$ cat src/design/bnp_delay.sv
// Enabled shift-register delay line for payload that rides beside a pipeline.
module bnp_delay #(
  parameter int unsigned Width = 8,
  parameter int unsigned Depth = 4
) (
  input  logic             clk_i,
  input  logic             en_i,
  input  logic [Width-1:0] d_i,
  output logic [Width-1:0] q_o
);

  logic [Width-1:0] tap_q [Depth];

  always_ff @(posedge clk_i) begin
    if (en_i) begin
      tap_q[0] <= d_i;
      for (int i = 1; i < Depth; i++) begin
        tap_q[i] <= tap_q[i-1];
      end
    end
  end

  assign q_o = tap_q[Depth-1];

endmodule

$ cat config.mk
export PLATFORM = sky130hd
export DESIGN_NAME = bnp_delay
export DESIGN_NICKNAME = d
export VERILOG_FILES = /design/src/design/bnp_delay.sv
export SDC_FILE = /design/constraint.sdc
export NUM_CORES = 1
export LEC_CHECK = 0
export ABC_CLOCK_PERIOD_IN_PS = 1100
export BUFFER_PORTS_ARGS = -buffer_cell sky130_fd_sc_hd__buf_2
export CAP_MARGIN = 30
export CELL_PAD_IN_SITES_DETAIL_PLACEMENT = 0
export CELL_PAD_IN_SITES_GLOBAL_PLACEMENT = 1
export CORE_UTILIZATION = 45
export DETAILED_ROUTE_END_ITERATION = 10
export HOLD_SLACK_MARGIN = 0.08
export PLACE_DENSITY = 0.79
export SLEW_MARGIN = 20
export SYNTH_ARGS = -nofsm -noshare
export SYNTH_HDL_FRONTEND = slang
export SYNTH_SLANG_ARGS = --single-unit
$ cat constraint.sdc
create_clock -name clk_i -period 1.1 [get_ports clk_i]
set_clock_uncertainty 0.2 [all_clocks]
set_input_delay 0.055 -clock clk_i [delete_from_list [all_inputs] [get_ports clk_i]]
set_output_delay 0.055 -clock clk_i [all_outputs]
set_load 0.005 [all_outputs]
==> results_dict.tcl <==
set metrics [dict create \
    syn-num-nets 42 \
    grt_start_max_net_pins 33 \
    synthCells 32 \
    max_cap_violations 0 \
    relSlewSlack_pct 89.2 \
    startpoint_type "input port" \
    nNetsFinal 76 \
    cp-end-kind "register" \
    post-route-period-util_pct 98.6 \
    crit_fanout 32 \
    fin_ws_ns 0.0154 \
    die_w_um 48.2 \
    place_ws_ns 0.230 \
    grt_pass1_wl_um 1220 \
    synth.avg_cell_area_um2 30.0 \
    dieArea_um2 2320 \
    clk_pin_slew_ns 0.08 \
    fmax_mhz 922 \
    dp_cells 77 \
    drtAntennaViolNets 0 \
    first_pass_iters 4 \
    p_per_area_nw_per_um2 1690 \
    yosys.area.top_type "edfxtp_1" \
    syn-cell-area_um2 961 \
    rr_worst_depth 0 \
    core_um2 1980 \
    crit_chain "dlygate4sd3_1 > buf_2 > buf_12" \
    rsz0062_at_grt "yes" \
    area_delta_synth_final_pct 28.5 \
    vias 393 \
    regMostFlops "tap_q" \
    fin_util_pct 62.3 \
    clock-sinks 32 \
    synthDistinctLibCells 1 \
    num_rows 16 \
    drv_slew 0 \
    yosysSeqAreaShare_pct 100 \
    fin_cells 93 \
    leakage_nw 0.453 \
    cts_root_buffer "clkbuf_4" \
    yosys-top-cells-area "edfxtp_1 100%" \
    hold_depth 0 \
    setup_viol 0 \
    ios 18 \
    tritoncts "built" \
    place.gp.congestion 0.579 \
    drive_gt1_share_pct 34.8 \
    power_w 0.00208 \
    cts.path.max_buffers 2 \
    ir_drop_v 0.00124 \
    grt_usage_pct 9.30 \
    wl_per_cell_um 10.3 \
    via_per_inst 4.23 \
    path_class "input port to register" \
    drc 0 \
    first_global_vias 286 \
    hold_violations 0 \
    crit_slowest_cell "dlygate4sd3_1" \
    cp.required_ns 0.91 \
    multi_input_area_um2 0 \
    numCtsBuffers 5 \
    routed_wl_um 959 \
    reg_top3 "tap_q: 32 flops" \
    cpPeakStageDelay_ns 0.52 \
    yosys_warnings 0 \
    hold_path_class "register to register" \
    ff_latch_area_um2 961 \
    die_y_um 48.2 \
    post-route-min-period_ns 1.08 \
    largest_reg_flops 32 \
    nMultiInputCombCells 0 \
    start_util_pct 48.5 \
    clock_latency_ns 0.31 \
    ys_ff_latch 32 \
    first_iter_violations 4 \
    crit_arrival_ns 0.90 \
    antenna_found_initial 0 \
    numPortBuffers 17 \
    n_fill_cell 145 \
    yosys.area.top_type_share_pct 100 \
    worst_pin_slew_ns 0.161 \
    grt_overflow 0 \
    antennaDiodeCount 0 \
    cts.htree.levels 2 \
    cts-resized-gates 0 \
    hold_slack_ns 0.224 \
    outcome "completed" \
]
[cell families after synthesis]
group and share of synthesized area, %:
DFF 100
[what timing repair did]
| item | 4_1_cts | 5_1_grt |
|---|---|---|
| setup buffers | 0 | 0 |
| endpoints found under the setup margin | 0 | 7 |
| hold endpoints to repair | 40 | 0 |
| hold buffers | 9 | 0 |
[through the flow]
step,TNS [ns],cell area (um2)
after floorplan,0,961
after CTS,0,1230
after global routing,-0.0695,1230
final,0,1230
after global placement,0,1100
after detailed placement,0,1100
[final timing paths]
path              slack, ns           to   startpoint
setup / recovery       0.02  tap_q[2][1]         en_i
setup reg to reg       0.27  tap_q[1][7]  tap_q[0][7]
hold / removal         0.22  tap_q[1][6]  tap_q[0][6]
hold reg to reg        0.22  tap_q[1][6]  tap_q[0][6]
[per-layer routing]
metal	wire [um]	track usage (%)
met1	351	8.40
met2	488	13.6
met3	94	7.78
met4	23	6.67
met5	0	0
[power by group]
| part | switching, W | internal [W] |
|---|---|---|
| Sequential | 0.0000159 | 0.00143 |
| Combinational | 0.0000358 | 0.0000493 |
| Clock | 0.000325 | 0.000222 |
[cells in the mapped netlist]
master	count
edfxtp_1	32
[critical path, delay by kind of cell]
kind                   cells  cell delay, ns
buffers and inverters      3            0.83
[placed cells by master, fill, tap and decap left out]
| cell type | netlist | final |
|---|---|---|
| clkinv_1 | 0 | 2 |
| buf_12 | 0 | 1 |
| edfxtp_1 | 32 | 32 |
| clkbuf_4 | 0 | 5 |
| dlygate4sd3_1 | 0 | 9 |
| buf_2 | 0 | 17 |
[final cells by class]
class	instances	area share [%]
Sequential cell	32	77.8
Timing Repair Buffer	27	15.8
Clock buffer	5	3.04
Tap cell	27	2.74
Clock inverter	2	0.608
(Power assumes the default switching activity.)
